## src/rtl/core/u2r_pkg.sv

```systemverilog
`timescale 1ns / 1ps
// ----------------------------------------------------------------------------
// u2r_pkg
// Types and constants shared by the UYVY to RGB888 converter.
// ----------------------------------------------------------------------------
package u2r_pkg;

  localparam int FRAC    = 14;
  localparam int PROD_W  = 24;
  localparam int OFF_W   = 10;
  localparam int SUM_W   = 11;
  localparam int CFG_W   = 13;

  localparam logic [7:0]  CHROMA_BIAS = 8'd128;
  localparam logic [7:0]  PIX_MAX     = 8'd255;

  localparam logic signed [PROD_W-1:0] COEF_RV = 24'sd18678;
  localparam logic signed [PROD_W-1:0] COEF_GV = -24'sd9519;
  localparam logic signed [PROD_W-1:0] COEF_GU = -24'sd6472;
  localparam logic signed [PROD_W-1:0] COEF_BU = 24'sd33292;
  localparam logic signed [PROD_W-1:0] ROUND   = 24'sd8192;

  localparam logic [CFG_W-1:0] LINE_WIDTH_RST = 13'd640;
  localparam logic [4:0]       SCALE_RST      = 5'd1;
  localparam logic [4:0]       SCALE_MAX      = 5'd16;

  typedef enum logic {
    REG_LINE_WIDTH = 1'b0,
    REG_SCALE      = 1'b1
  } reg_index_t;

  typedef struct packed {
    logic [7:0] u_in;
    logic [7:0] y0_in;
    logic [7:0] v_in;
    logic [7:0] y1_in;
  } macro_t;

  typedef struct packed {
    logic [7:0] red;
    logic [7:0] green;
    logic [7:0] blue;
    logic       last_of_item;
    logic       end_of_line;
  } pixel_t;

  typedef struct packed {
    logic [7:0] red;
    logic [7:0] green;
    logic [7:0] blue;
  } rgb_t;

  typedef struct packed {
    logic signed [OFF_W-1:0] r_off;
    logic signed [OFF_W-1:0] g_off;
    logic signed [OFF_W-1:0] b_off;
  } chroma_t;

  typedef struct packed {
    rgb_t pix0;
    rgb_t pix1;
    logic two;
    logic eol;
  } pair_t;

  function automatic logic [7:0] clamp8(input logic signed [SUM_W-1:0] x);
    logic [7:0] r;
    if (x < 0) begin
      r = '0;
    end else if (x > $signed({3'b000, PIX_MAX})) begin
      r = PIX_MAX;
    end else begin
      r = x[7:0];
    end
    return r;
  endfunction

endpackage

```

## src/rtl/core/u2r_chroma.sv

```systemverilog
`timescale 1ns / 1ps
// ----------------------------------------------------------------------------
// u2r_chroma
// Registered chroma products and their rounded Q14 offsets, shared by lanes.
// ----------------------------------------------------------------------------
module u2r_chroma import u2r_pkg::*; (
  input  logic                  clk,
  input  logic                  en,
  input  logic signed [8:0]     u,
  input  logic signed [8:0]     v,
  output chroma_t               offs
);

  logic signed [PROD_W-1:0] u_x, v_x;
  logic signed [PROD_W-1:0] pr, pgv, pgu, pb;
  logic signed [PROD_W-1:0] sum_r, sum_g, sum_b;

  assign u_x = PROD_W'(u);
  assign v_x = PROD_W'(v);

  always_ff @(posedge clk) begin
    if (en) begin
      pr  <= v_x * COEF_RV;
      pgv <= v_x * COEF_GV;
      pgu <= u_x * COEF_GU;
      pb  <= u_x * COEF_BU;
    end
  end

  always_comb begin
    sum_r = pr + ROUND;
    sum_g = pgv + pgu + ROUND;
    sum_b = pb + ROUND;
    offs.r_off = OFF_W'(sum_r >>> FRAC);
    offs.g_off = OFF_W'(sum_g >>> FRAC);
    offs.b_off = OFF_W'(sum_b >>> FRAC);
  end

endmodule

```

## src/rtl/core/u2r_lane.sv

```systemverilog
`timescale 1ns / 1ps
// ----------------------------------------------------------------------------
// u2r_lane
// One pixel lane: adds luma to the chroma offsets and clamps to 0..255.
// ----------------------------------------------------------------------------
module u2r_lane import u2r_pkg::*; (
  input  logic [7:0] y,
  input  chroma_t    offs,
  output rgb_t       px
);

  logic signed [SUM_W-1:0] y_x, r_s, g_s, b_s;

  always_comb begin
    y_x = $signed({3'b000, y});
    r_s = y_x + $signed({offs.r_off[OFF_W-1], offs.r_off});
    g_s = y_x + $signed({offs.g_off[OFF_W-1], offs.g_off});
    b_s = y_x + $signed({offs.b_off[OFF_W-1], offs.b_off});
    px.red   = clamp8(r_s);
    px.green = clamp8(g_s);
    px.blue  = clamp8(b_s);
  end

endmodule

```

## src/rtl/core/u2r_merge.sv

```systemverilog
`timescale 1ns / 1ps
// ----------------------------------------------------------------------------
// u2r_merge
// Merges the lane results into a two-entry pixel buffer and sends one pixel
// per transfer.
// ----------------------------------------------------------------------------
module u2r_merge import u2r_pkg::*; (
  input  logic   clk,
  input  logic   rst,
  input  logic   load,
  input  pair_t  pair,
  output logic   ready,
  output logic   pixel_valid,
  input  logic   pixel_stall,
  output pixel_t pixel_data
);

  pixel_t     head, tail;
  logic [1:0] cnt;
  logic       take;

  assign pixel_valid = (cnt != 2'd0);
  assign pixel_data  = head;
  assign take        = pixel_valid && !pixel_stall;
  assign ready       = (cnt == 2'd0) || (cnt == 2'd1 && take);

  always_ff @(posedge clk) begin
    if (rst) begin
      cnt <= 2'd0;
    end else if (load) begin
      cnt <= pair.two ? 2'd2 : 2'd1;
    end else if (take) begin
      cnt <= cnt - 2'd1;
    end
  end

  always_ff @(posedge clk) begin
    if (load) begin
      if (pair.two) begin
        head <= '{red: pair.pix0.red, green: pair.pix0.green, blue: pair.pix0.blue,
                  last_of_item: 1'b0, end_of_line: 1'b0};
        tail <= '{red: pair.pix1.red, green: pair.pix1.green, blue: pair.pix1.blue,
                  last_of_item: 1'b1, end_of_line: pair.eol};
      end else begin
        head <= '{red: pair.pix0.red, green: pair.pix0.green, blue: pair.pix0.blue,
                  last_of_item: 1'b1, end_of_line: pair.eol};
      end
    end else if (take && cnt == 2'd2) begin
      head <= tail;
    end
  end

endmodule

```

## src/rtl/core/uyvy_to_rgb_decimating_unit.sv

```systemverilog
`timescale 1ns / 1ps
// ----------------------------------------------------------------------------
// uyvy_to_rgb_decimating_unit
// UYVY macropixel to RGB888 converter with optional decimation on both axes.
// ----------------------------------------------------------------------------
// One macropixel enters per transfer on the macro channel; RGB pixels leave one
// per transfer on the pixel channel. At scale 1 each macropixel gives two
// pixels, so the sustained rate is set by the single pixel output port; when
// decimating, kept macropixels give one pixel and a macropixel is taken every
// cycle while the pixel channel is not stalled. The first pixel of an input
// transfer passes the input register, chroma multipliers and pixel buffer.
// Configuration writes are taken in any cycle but must be made while idle.
// ----------------------------------------------------------------------------
module uyvy_to_rgb_decimating_unit import u2r_pkg::*; #(
  parameter int MAX_LINE_WIDTH = 4096
) (
  input  logic             clk,
  input  logic             rst,
  input  logic             macro_valid,
  output logic             macro_stall,
  input  macro_t           macro_data,
  output logic             pixel_valid,
  input  logic             pixel_stall,
  output pixel_t           pixel_data,
  input  logic             cfg_valid,
  output logic             cfg_ready,
  input  reg_index_t       cfg_index,
  input  logic [CFG_W-1:0] cfg_data
);

  localparam int HALF_MAX = MAX_LINE_WIDTH / 2;
  localparam int MW = $clog2(HALF_MAX + 1);
  localparam int CW = (HALF_MAX > 2) ? $clog2(HALF_MAX) : 1;

  logic [CFG_W-1:0] line_width;
  logic [4:0]       scale;

  logic [CW-1:0]    column_index;
  logic [3:0]       row_phase;
  logic [2:0]       col_mod [0:7];

  logic [MW-1:0]    m;
  logic [4:0]       s_eff;
  logic [3:0]       half;
  logic [2:0]       half_idx;
  logic             scale_one, line_end, keep, in_take, col_hit;
  logic             eol_next;

  logic             a_valid, a_two, a_eol;
  logic signed [8:0] a_u, a_v;
  logic [7:0]       a_y0, a_y1;
  logic             b_valid, b_two, b_eol;
  logic [7:0]       b_y0, b_y1;
  logic             a_move, a_free, b_free, m_rdy, load;
  chroma_t          offs;
  rgb_t             px0, px1;
  pair_t            pair;

  assign cfg_ready = 1'b1;

  always_ff @(posedge clk) begin
    if (rst) begin
      line_width <= LINE_WIDTH_RST;
      scale      <= SCALE_RST;
    end else if (cfg_valid && cfg_ready) begin
      unique case (cfg_index)
        REG_LINE_WIDTH: line_width <= cfg_data;
        REG_SCALE:      scale      <= cfg_data[4:0];
        default:        ;
      endcase
    end
  end

  always_comb begin
    if (32'(line_width >> 1) > HALF_MAX) begin
      m = MW'(HALF_MAX);
    end else begin
      m = MW'(line_width >> 1);
    end
    if (m == '0) begin
      m = MW'(1);
    end

    if (scale == 5'd0) begin
      s_eff = 5'd1;
    end else if (scale > SCALE_MAX) begin
      s_eff = SCALE_MAX;
    end else if (scale > 5'd1) begin
      s_eff = {scale[4:1], 1'b0};
    end else begin
      s_eff = scale;
    end
    scale_one = (s_eff == 5'd1);
    half      = s_eff[4:1];
    half_idx  = 3'(half - 4'd1);

    line_end = (32'(column_index) + 32'd1) >= 32'(m);
    col_hit  = (col_mod[half_idx] == 3'd0);
    keep     = scale_one || (row_phase == 4'd0 && col_hit);
    eol_next = scale_one ? line_end : ((32'(column_index) + 32'(half)) >= 32'(m));
  end

  // pipeline flow
  assign b_free      = !b_valid || m_rdy;
  assign a_free      = !a_valid || b_free;
  assign a_move      = a_valid && b_free;
  assign load        = b_valid && m_rdy;
  assign macro_stall = !a_free;
  assign in_take     = macro_valid && !macro_stall;

  always_ff @(posedge clk) begin
    if (rst) begin
      column_index <= '0;
      row_phase    <= '0;
      for (int h = 0; h < 8; h++) begin
        col_mod[h] <= '0;
      end
    end else if (in_take) begin
      if (line_end) begin
        column_index <= '0;
        for (int h = 0; h < 8; h++) begin
          col_mod[h] <= '0;
        end
        if (scale_one || (5'(row_phase) + 5'd1) >= s_eff) begin
          row_phase <= '0;
        end else begin
          row_phase <= row_phase + 4'd1;
        end
      end else begin
        column_index <= column_index + CW'(1);
        for (int h = 0; h < 8; h++) begin
          col_mod[h] <= (col_mod[h] == 3'(h)) ? 3'd0 : col_mod[h] + 3'd1;
        end
      end
    end
  end

  always_ff @(posedge clk) begin
    if (rst) begin
      a_valid <= 1'b0;
      b_valid <= 1'b0;
    end else begin
      if (a_free) begin
        a_valid <= in_take && keep;
      end
      if (b_free) begin
        b_valid <= a_valid;
      end
    end
  end

  always_ff @(posedge clk) begin
    if (in_take && keep && a_free) begin
      a_u   <= $signed({1'b0, macro_data.u_in}) - $signed({1'b0, CHROMA_BIAS});
      a_v   <= $signed({1'b0, macro_data.v_in}) - $signed({1'b0, CHROMA_BIAS});
      a_y0  <= macro_data.y0_in;
      a_y1  <= macro_data.y1_in;
      a_two <= scale_one;
      a_eol <= eol_next;
    end
    if (a_move) begin
      b_y0  <= a_y0;
      b_y1  <= a_y1;
      b_two <= a_two;
      b_eol <= a_eol;
    end
  end

  u2r_chroma u_chroma (
    .clk  (clk),
    .en   (a_move),
    .u    (a_u),
    .v    (a_v),
    .offs (offs)
  );

  u2r_lane u_lane0 (
    .y    (b_y0),
    .offs (offs),
    .px   (px0)
  );

  u2r_lane u_lane1 (
    .y    (b_y1),
    .offs (offs),
    .px   (px1)
  );

  assign pair = '{pix0: px0, pix1: px1, two: b_two, eol: b_eol};

  u2r_merge u_merge (
    .clk         (clk),
    .rst         (rst),
    .load        (load),
    .pair        (pair),
    .ready       (m_rdy),
    .pixel_valid (pixel_valid),
    .pixel_stall (pixel_stall),
    .pixel_data  (pixel_data)
  );

  a_move_fills_b: assert property (@(posedge clk) disable iff (rst)
    a_move |=> b_valid)
    else $error("chroma stage lost an item");

  b_holds_when_blocked: assert property (@(posedge clk) disable iff (rst)
    (b_valid && !m_rdy) |=> (b_valid && $stable(b_two) && $stable(b_eol)))
    else $error("chroma stage changed while blocked");

  eol_only_on_last: assert property (@(posedge clk) disable iff (rst)
    (pixel_valid && !pixel_data.last_of_item) |-> !pixel_data.end_of_line)
    else $error("line end flagged on a non-final pixel");

endmodule

```

## config.mk

```make
export PLATFORM = sky130hd
export DESIGN_NAME = uyvy_to_rgb_decimating_unit
export DESIGN_NICKNAME = d
export VERILOG_FILES = /design/src/rtl/core/u2r_pkg.sv /design/src/rtl/core/u2r_chroma.sv /design/src/rtl/core/u2r_lane.sv /design/src/rtl/core/u2r_merge.sv /design/src/rtl/core/uyvy_to_rgb_decimating_unit.sv
export SDC_FILE = /design/constraint.sdc
export NUM_CORES = 1
export LEC_CHECK = 0
export BUFFER_PORTS_ARGS = -buffer_cell sky130_fd_sc_hd__buf_2
export CAP_MARGIN = 30
export CELL_PAD_IN_SITES_DETAIL_PLACEMENT = 0
export CELL_PAD_IN_SITES_GLOBAL_PLACEMENT = 1
export CORE_ASPECT_RATIO = 1.1
export CORE_MARGIN = 4
export CORE_UTILIZATION = 40
export CTS_CLUSTER_DIAMETER = 50
export DETAILED_ROUTE_END_ITERATION = 7
export PLACE_DENSITY_LB_ADDON = 0.1
export SETUP_SLACK_MARGIN = 0.05
export SLEW_MARGIN = 20
export SYNTH_ARGS = -nofsm -noshare
export SYNTH_HDL_FRONTEND = slang
export SYNTH_SLANG_ARGS = --single-unit
```

## constraint.sdc

```tcl
create_clock -name clk -period 8.6 [get_ports clk]
set_input_delay 0.86 -clock clk [delete_from_list [all_inputs] [get_ports clk]]
set_output_delay 0.86 -clock clk [all_outputs]
set_load 0.02 [all_outputs]
```

==> results of run 1 <==
-- synthesized netlist by cell type (19+ instances only) --
| master | n | share of area (%) |
|---|---|---|
| ha_1 | 379 | 24 |
| dfxtp_1 | 38 | 3.8 |
| xnor2_1 | 89 | 3.9 |
| xor2_1 | 50 | 2.2 |
| nor2b_1 | 19 | 0.59 |
| a21o_1 | 41 | 1.5 |
| nor2_1 | 95 | 1.8 |
| nor3_1 | 32 | 0.80 |
| nand2_1 | 100 | 1.9 |
| o21a_1 | 25 | 0.93 |
| o21ai_0 | 51 | 1.3 |
| nand3_1 | 27 | 0.67 |
| fa_1 | 110 | 11 |
| and3_1 | 20 | 0.62 |
| a21oi_1 | 113 | 2.8 |
| a31oi_1 | 19 | 0.59 |
| edfxtp_1 | 187 | 28 |
| inv_1 | 248 | 4.6 |
-- final timing paths --
path                     endpoint  slack (ns)  cells after the start
setup / recovery  u_chroma.pr[23]        2.88                     18
hold / removal              b_eol        0.42                      0
setup reg to reg  u_chroma.pr[23]        2.88                     18
hold reg to reg             b_eol        0.42                      0
-- critical path: stages, from the launching register on --
cell       delay (ns)
edfxtp_1         0.64
fa_1             0.83
inv_1            0.08
ha_1             0.35
inv_1            0.08
fa_1             0.50
inv_1            0.06
fa_1             0.47
ha_1             0.31
ha_1             0.31
o2111ai_1        0.26
nor2_1           0.06
a32oi_1          0.34
a21oi_1          0.20
a41o_1           0.31
o211a_1          0.27
o21a_1           0.19
nor2_1           0.12
xnor2_1          0.07
-- logic make-up after synthesis --
| logic type | after synthesis | synth area share [%] |
|---|---|---|
| flops | 225 | 31.8 |
| simple gates | 379 | 9.44 |
| fa+ha+maj | 489 | 34.6 |
| xor+xnor | 143 | 6.48 |
| mux | 11 | 0.623 |
| other cells | 1 | 0.0187 |
| compound gates | 354 | 11.9 |
| buf+inv | 270 | 5.18 |
-- power groups by stage --
stage | Sequential, mW | Combinational [mW] | Clock [mW]
6_report | 1.78 | 6.45 | 1.51
2_1_floorplan | 1.79 | 5.05 | 0
3_3_place_gp | 1.81 | 6.40 | 0
4_1_cts | 1.79 | 6.53 | 1.57
3_5_place_dp | 1.81 | 6.47 | 0
5_1_grt | 1.80 | 7.39 | 1.61
-- cells in the final DEF, fill, tap and decap left out, drive strengths merged, types with 38 or more instances in the layout --
cell,n
ha,379
inv,257
edfxtp,187
a21oi,117
fa,110
nand2,100
nor2,97
xnor2,92
buf,85
o21ai,57
xor2,50
a21o,45
clkbuf,44
dfxtp,38
-- flip-flops by register name, summed over array words and instances, names as in the netlist, 12 cells and up --
register and flops:
u_merge.tail 25, u_chroma.pgv 21, u_merge.pixel_data 26, col_mod 24, u_chroma.pgu 20, line_width 12
-- stage by stage --
step / power (mW) / hold slack (ns) / instance area [um^2]
2_1_floorplan: 6.84 / 0.400 / 20100
4_1_cts: 9.88 / 0.419 / 22500
3_5_place_dp: 8.28 / 0.406 / 21300
6_report: 9.74 / 0.416 / 22500
3_3_place_gp: 8.21 / 0.405 / 21200
5_1_grt: 10.8 / 0.424 / 22500
-- final cells by class --
class	count	share of cell area [%]
inverter	248	4.13
clock buffer	44	4.41
clock inverter	24	1.20
tap	652	3.62
sequential	225	28.3
timing repair buffer	85	2.10
multi-input combinational	1377	56.2
-- layer usage --
metal  GRT usage [%]  vias up
li1                -     6838
met1            21.6     6446
met4            4.20        0
met2            27.7      141
met3            2.55       58
met5               0        -
==> results.sh, run 1 <==
export IMPL_status="finished clean"
export IMPL_grt_total_usage_pct=16.2
export IMPL_dp_hpwl_um=34900
export IMPL_ys_ff_latch=225
export IMPL_reg2reg_from="a_v[3]"
export IMPL_via_per_inst=5.08
export IMPL_htreeDepth=2
export IMPL_die_area_mm2=0.0538
export IMPL_cp_arrival_ns=6.02
export IMPL_ir_worst_vdd_mv=0.383
export IMPL_path_clk_slew_ns=0.06
export IMPL_p_leak_nw=10.5
export IMPL_cts_tree="built"
export IMPL_dp_cells=2587
export IMPL_p_per_area_mw_per_mm2=432
export IMPL_cts_hold_buffers=0
export IMPL_fin_setup_tns_ns=0
export IMPL_path_max_fanout=9
export IMPL_p_switching_mw=4.30
export IMPL_drc=0
export IMPL_vias=13500
export IMPL_yosysSeqAreaShare_pct=31.8
export IMPL_grt_max_degree=71
export IMPL_io_buffers=77
export IMPL_rows=85
export IMPL_grt_pass1_wl_um=71800
export IMPL_initial_core_util_pct=40.7
export IMPL_routed_wl_um=43400
export IMPL_antenna_found_initial=0
export IMPL_hp_class="reg -> reg"
export IMPL_ant_nets=0
export IMPL_syn_num_nets=2412
export IMPL_fin_util_pct=45.7
export IMPL_drv_cap=0
export IMPL_grt_pass1_vias=14000
export IMPL_clock_path_buffers=3
export IMPL_synth_cell_type_count=92
export IMPL_post_cts_buffers=0
export IMPL_p_seq_share_pct=18.3
export IMPL_drive_above_1_share_pct=9.94
export IMPL_cts_buffers_inserted=37
export IMPL_worst_pin_slew_ns=0.908
export IMPL_top_layer_used="met4"
export IMPL_multi_input_area_mm2=0.0127
export IMPL_clockPowerShare_pct=15.5
export IMPL_setup_viol=0
export IMPL_cp_required_ns=8.90
export IMPL_post_route_min_period_ns=5.72
export IMPL_fill_cells=4767
export IMPL_layout_area_seq_mm2=0.00638
export IMPL_finClkSkew_ns=0.0143
export IMPL_rsz0062_at_grt="false"
export IMPL_drv_slew=0
export IMPL_clk_latency_ns=0.55
export IMPL_p_int_mw=5.44
export IMPL_startpoint_type="register"
export IMPL_synthCells=1872
export IMPL_cp_startpoint="a_v[3]"
export IMPL_first_pass_iters=5
export IMPL_path_class="reg -> reg"
export IMPL_wl_met3_um=1240
export IMPL_finalCritPeriodShare_pct=66.5
export IMPL_syn_to_final_growth_pct=12.2
export IMPL_pre_cts_ws_ns=2.85
export IMPL_drt_met1_wl_um=20600
export IMPL_relSlewSlack_pct=39.5
export IMPL_wl_met2_um=20600
export IMPL_ys_flop_type="edfxtp_1"
export IMPL_yosys_warnings=0
export IMPL_overflow=0
export IMPL_cts_sinks=225
export IMPL_coreArea_mm2=0.0493
export IMPL_final_cell_count_no_fill=2655
export IMPL_die_x_um=222
export IMPL_synth_async_sr_flop_share_pct=0
export IMPL_p_sw_share_pct=44.2
export IMPL_syn_area_mm2=0.0201
export IMPL_final_nets=2514
export IMPL_setup_slack_ns=2.88
export IMPL_synth_edff_count=187
export IMPL_syn_area_per_cell_um2=10.7
export IMPL_gp_congestion=0.839
export IMPL_fp_dieH_um=243
export IMPL_min_from="a_eol"
export IMPL_num_antenna_cells=0
export IMPL_end_kind="register"
export IMPL_max_freq_mhz=175
export IMPL_io_pins=80
export IMPL_cts_resized=0
export IMPL_drt_iter0_drc=472
export IMPL_wl_per_cell_um=16.4
export IMPL_hold_viol_final=0
export IMPL_p_comb_share_pct=66.2
export IMPL_root_buffer="clkbuf_16"
Note: power is estimated with default switching activity, not from simulation.
==> run 2: changes to the inputs <==
Settings changed: ABC_AREA from default to 1.
Clock period 8.6 ns to 5.2 ns, I/O delays scaled along.
==> run 2 against run 1 <==
Compared with the run above:
- sequential share of layout area decreased by 1.4 points
- non-clock buffer count increased by 9
- design area increased by 5.6%
- maximum frequency increased by 19%
- via count increased by 14%
==> results.sh, run 2 <==
export IMPL_yosys_warnings=0
export IMPL_ys_flop_type="edfxtp_1"
export IMPL_drv_cap=0
export IMPL_max_stage_delay_ns=0.70
export IMPL_finalCritPeriodShare_pct=92.7
export IMPL_first_pass_iters=5
export IMPL_path_max_fanout=6
export IMPL_synthTopCellsByCount="396 x nand2_1, 387 x inv_1, 379 x ha_1"
export IMPL_layout_common_cells="396 x nand2_1, 385 x inv_1, 379 x ha_1"
export IMPL_syn_area_per_cell_um2=9.15
export IMPL_crit_top_cell="inv_1"
export IMPL_layout_area_seq_mm2=0.00640
export IMPL_reg2reg_from="a_u[0]"
export IMPL_synth_edff_count=187
export IMPL_cts_tree="built"
export IMPL_grt_max_degree=40
export IMPL_antenna_found_initial=0
export IMPL_initial_core_util_pct=40.5
export IMPL_overflow=0
export IMPL_yosysMostFrequentCell="nand2_1"
export IMPL_path_class="reg -> reg"
export IMPL_endpoint="u_chroma.pgu[21]"
export IMPL_rsz0062_at_grt="false"
export IMPL_status="finished clean"
export IMPL_vias=15400
export IMPL_coreArea_mm2=0.0524
export IMPL_cp_startpoint="a_u[0]"
export IMPL_ant_nets=0
export IMPL_slowest_stage="fa_1"
export IMPL_wl_per_cell_um=16.0
export IMPL_drt_iter0_drc=732
export IMPL_io_pins=80
export IMPL_setup_viol=0
export IMPL_setup_slack_ns=0.379
export IMPL_fill_cells=5104
export IMPL_max_freq_mhz=207
export IMPL_num_antenna_cells=0
export IMPL_startpoint_type="register"
export IMPL_synth_cell_type_count=65
export IMPL_hold_viol_final=0
export IMPL_routed_wl_um=50400
export IMPL_largest_reg_flops=26
export IMPL_grt_total_usage_pct=18.3
export IMPL_path_clk_slew_ns=0.06
export IMPL_synth_async_sr_flop_share_pct=0
export IMPL_ys_ff_latch=226
export IMPL_multi_input_area_mm2=0.0133
export IMPL_die_area_mm2=0.0568
export IMPL_grt_pass1_wl_um=83700
export IMPL_mostFrequentLayoutCell="nand2_1"
export IMPL_io_buffers=78
export IMPL_reg2reg_depth=16
export IMPL_syn_num_nets=2858
export IMPL_drc=0
export IMPL_cts_hold_buffers=0
export IMPL_fin_setup_tns_ns=0
export IMPL_final_nets=2980
export IMPL_post_route_min_period_ns=4.82
export IMPL_cp_required_ns=5.48
export IMPL_finClkSkew_ns=0.0155
export IMPL_clock_path_buffers=3
export IMPL_htreeDepth=2
export IMPL_rows=88
export IMPL_die_x_um=228
export IMPL_gp_congestion=0.877
export IMPL_synth_top_area_share_pct=26.5
export IMPL_yosys_top_cells_area="edfxtp_1 26%, ha_1 22%, fa_1 10%"
export IMPL_clk_latency_ns=0.54
export IMPL_r2r_end="u_chroma.pgu[21]"
export IMPL_cts_buffers_inserted=37
export IMPL_end_kind="register"
export IMPL_crit_chain="fa_1 > inv_1 > fa_1 > inv_1 > fa_1 > inv_1 > fa_1 > inv_1 > ha_1 > ha_1 > inv_1 > nor3_1 > nand2_1 > nand3_1 > a31oi_1 > xnor2_1"
export IMPL_cp_arrival_ns=5.10
export IMPL_r2r_slack_ns=0.38
export IMPL_yosysSeqAreaShare_pct=30.2
export IMPL_root_buffer="clkbuf_16"
export IMPL_drv_slew=0
export IMPL_syn_to_final_growth_pct=12.2
export IMPL_cts_sinks=226
export IMPL_dp_hpwl_um=41900
export IMPL_synth_top_cell_by_area="edfxtp_1"
export IMPL_hp_class="in -> reg"
export IMPL_drive_above_1_share_pct=8.83
export IMPL_synthCells=2318
export IMPL_fp_dieH_um=249
export IMPL_relSlewSlack_pct=40.0
export IMPL_post_cts_buffers=0
export IMPL_worst_pin_slew_ns=0.899
export IMPL_syn_area_mm2=0.0212
export IMPL_pre_cts_ws_ns=0.355
export IMPL_hold_depth=1
export IMPL_grt_pass1_vias=15900
export IMPL_via_per_inst=4.90
==> run 2: cell count changes after synthesis, sizes merged, moves of 19 or more <==
cell	delta
nand2	+303
inv	+146
nand3	+87
nor2	+57
xor2	+53
a21oi	+45
xnor2	-44
a21o	-35
o21ai	+25
and3	-21
o21a	-20
nor2b	-19
==> run 2: cell families (layout without fill, tap and decap cells) <==
family                     count (synthesis)  in the layout  synth area share, %
adders and majority gates                489            489                 32.7
buffers and inverters                    407            558                 7.33
AOI/OAI and AO/OA                        308            308                 8.18
and+or+nand+nor                          736            736                 15.3
DFF                                      226            226                 30.2
xor gates and xnor gates                 151            151                 6.27
other                                      1              1               0.0177
==> run 2: worst min-delay path by stage <==
| stage | startpoint | to | slack (ns) |
|---|---|---|---|
| floorplan | a_eol | b_eol | 0.40 |
| finish | macro_data[18] | a_y0[2] | 0.16 |
| CTS | macro_data[18] | a_y0[2] | 0.12 |
| global route | macro_data[0] | a_y1[0] | 0.12 |
| global placement | a_two | b_two | 0.40 |
| detailed placement | a_y0[5] | b_y0[5] | 0.41 |
==> run 2: cell type report <==
| type | count | share of cell area (%) |
|---|---|---|
| well taps | 675 | 3.55 |
| repair buffers | 94 | 2.31 |
| multi-input cells | 1685 | 55.7 |
| flip-flops and latches | 226 | 26.9 |
| clock inverters | 22 | 0.983 |
| clock buffers | 46 | 4.29 |
| inverters | 396 | 6.28 |
==> run 2: per-stage QoR <==
step	std cells	util [%]	instance area, um^2	hold WS, ns
final	3144	45.4	23800	0.158
after global routing	3144	45.4	23800	0.124
after CTS	3144	45.4	23800	0.121
after detailed placement	3076	43.0	22500	0.405
after global placement	3072	42.9	22500	0.401
after floorplan	2318	-	21200	0.400
==> run 2: worst max-delay path, delay by kind of cell, from the launching register on <==
family / cells / cell delay [ns]
xor+xnor: 1 / 0.15
buf+inv: 5 / 0.41
fa+ha+maj: 6 / 3.04
compound gates: 1 / 0.05
flops: 1 / 0.51
simple gates: 3 / 0.41
==> run 2: per-layer routing <==
layer	wire [um]	vias to the layer above	global-route usage [%]
met5	0	-	0
met4	969	0	4.03
met3	1620	59	2.61
met2	23700	207	30.4
met1	24100	7159	25.4
li1	-	7978	-
==> run 2: timing repair <==
item / in CTS / in global routing
endpoints found under the hold margin: 0 / 0
resized for setup: 0 / 1
endpoints found under the setup margin: 0 / 1
Power of run 2 is left out: the tool's default activity adds up to more than one toggle a clock period on the data nets, which glitch-free logic cannot reach.
==> run 3: changes to the inputs <==
Settings changed: CORE_UTILIZATION 40 to 45.
==> run 3 against run 2 <==
Compared with the run above:
- design area shrank 0.42%
- highest routed layer unchanged
- worst setup slack lost 0.0075 ns
- die area shrank 11%
- core utilization grew 5.4 points
- cell count shrank 2.7%
- maximum frequency shrank 0.16%
- global-route usage grew 1.1 points
==> results.sh, run 3 (synthesis gave the netlist of run 2 again) <==
export IMPL_end_kind="register"
export IMPL_grt_pass1_vias=15400
export IMPL_hold_viol_final=0
export IMPL_cts_buffers_inserted=35
export IMPL_drt_iter0_drc=715
export IMPL_setup_viol=0
export IMPL_mostFrequentLayoutCell="nand2_1"
export IMPL_layout_common_cells="396 x nand2_1, 385 x inv_1, 379 x ha_1"
export IMPL_path_class="reg -> reg"
export IMPL_num_antenna_cells=0
export IMPL_cts_tree="built"
export IMPL_max_freq_mhz=207
export IMPL_final_nets=2978
export IMPL_fin_setup_tns_ns=0
export IMPL_fp_dieH_um=236
export IMPL_via_per_inst=4.97
export IMPL_post_cts_buffers=0
export IMPL_startpoint_type="register"
export IMPL_first_pass_iters=5
export IMPL_vias=15200
export IMPL_routed_wl_um=48500
export IMPL_largest_reg_flops=26
export IMPL_finClkSkew_ns=0.0262
export IMPL_io_pins=80
export IMPL_worst_pin_slew_ns=0.896
export IMPL_path_max_fanout=7
export IMPL_coreArea_mm2=0.0466
export IMPL_die_area_mm2=0.0507
export IMPL_drv_cap=0
export IMPL_grt_total_usage_pct=19.4
export IMPL_root_buffer="clkbuf_16"
export IMPL_antenna_found_initial=0
export IMPL_grt_max_degree=49
export IMPL_overflow=0
export IMPL_ant_nets=0
export IMPL_drc=0
export IMPL_rows=83
export IMPL_cp_required_ns=5.47
export IMPL_hp_class="in -> reg"
export IMPL_post_route_min_period_ns=4.83
export IMPL_finalCritPeriodShare_pct=92.9
export IMPL_relSlewSlack_pct=40.2
export IMPL_drv_slew=0
export IMPL_die_x_um=215
export IMPL_io_buffers=78
export IMPL_cp_arrival_ns=5.10
export IMPL_drive_above_1_share_pct=8.84
export IMPL_fin_hold_ws_ns=0.151
export IMPL_rsz0062_at_grt="false"
export IMPL_grt_pass1_wl_um=80400
export IMPL_path_clk_slew_ns=0.06
export IMPL_cts_resized=0
export IMPL_clk_latency_ns=0.54
export IMPL_initial_core_util_pct=45.5
export IMPL_htreeDepth=2
export IMPL_wl_per_cell_um=15.8
export IMPL_status="finished clean"
export IMPL_dp_cells=2995
export IMPL_syn_to_final_growth_pct=11.8
export IMPL_clock_path_buffers=3
export IMPL_cts_hold_buffers=0
export IMPL_setup_slack_ns=0.371
export IMPL_dp_hpwl_um=40500
export IMPL_cts_sinks=226
export IMPL_gp_congestion=0.908
export IMPL_pre_cts_ws_ns=0.379
export IMPL_final_cell_count_no_fill=3060
==> run 3: changes by cell type in the layout (fill, tap and decap cells not counted), sizes merged <==
cell / delta
bufinv: +3
clkbuf: -8
clkinv: +5
clkinvlp: -5
inv: +1
==> run 3: area by class of cell <==
class                      count  area (um^2)
inverter                     396         1490
fill                        4371        22900
sequential                   226         6400
clock inverter                26          350
clock buffer                  38          908
multi-input combinational   1685        13300
timing repair buffer          94          551
tap                          595          744
==> run 3: per-layer routing <==
| layer | wire length [um] | global-route usage (%) |
|---|---|---|
| met4 | 1340 | 5.62 |
| met3 | 1530 | 2.75 |
| met1 | 23000 | 26.6 |
| met5 | 0 | 0 |
| met2 | 22600 | 32.2 |
==> run 3: path summary, 6_finish.rpt <==
check | from | endpoint | slack, ns | cells after the start
min reg2reg | a_y1[4] | b_y1[4] | 0.41 | 0
max reg2reg | a_u[1] | u_chroma.pgu[21] | 0.37 | 16
max | a_u[1] | u_chroma.pgu[21] | 0.37 | 16
min | macro_data[21] | a_y0[5] | 0.15 | 1
==> run 3: stage by stage <==
step	instance area, um^2	util [%]
2_1_floorplan	21200	-
3_5_place_dp	22400	48.1
4_1_cts	23700	50.8
3_3_place_gp	22400	48.0
5_1_grt	23700	50.8
6_report	23700	50.8
==> run 3: critical path: stages (launching register included) <==
cell and delay [ns]:
edfxtp_1 0.53, fa_1 0.68, inv_1 0.12, fa_1 0.64
inv_1 0.11, fa_1 0.54, inv_1 0.05, fa_1 0.53
inv_1 0.05, ha_1 0.29, ha_1 0.35, inv_1 0.08
nor3_1 0.25, nand2_1 0.09, nand3_1 0.08, a31oi_1 0.05
xnor2_1 0.14
Power of run 3 is left out for the same reason.
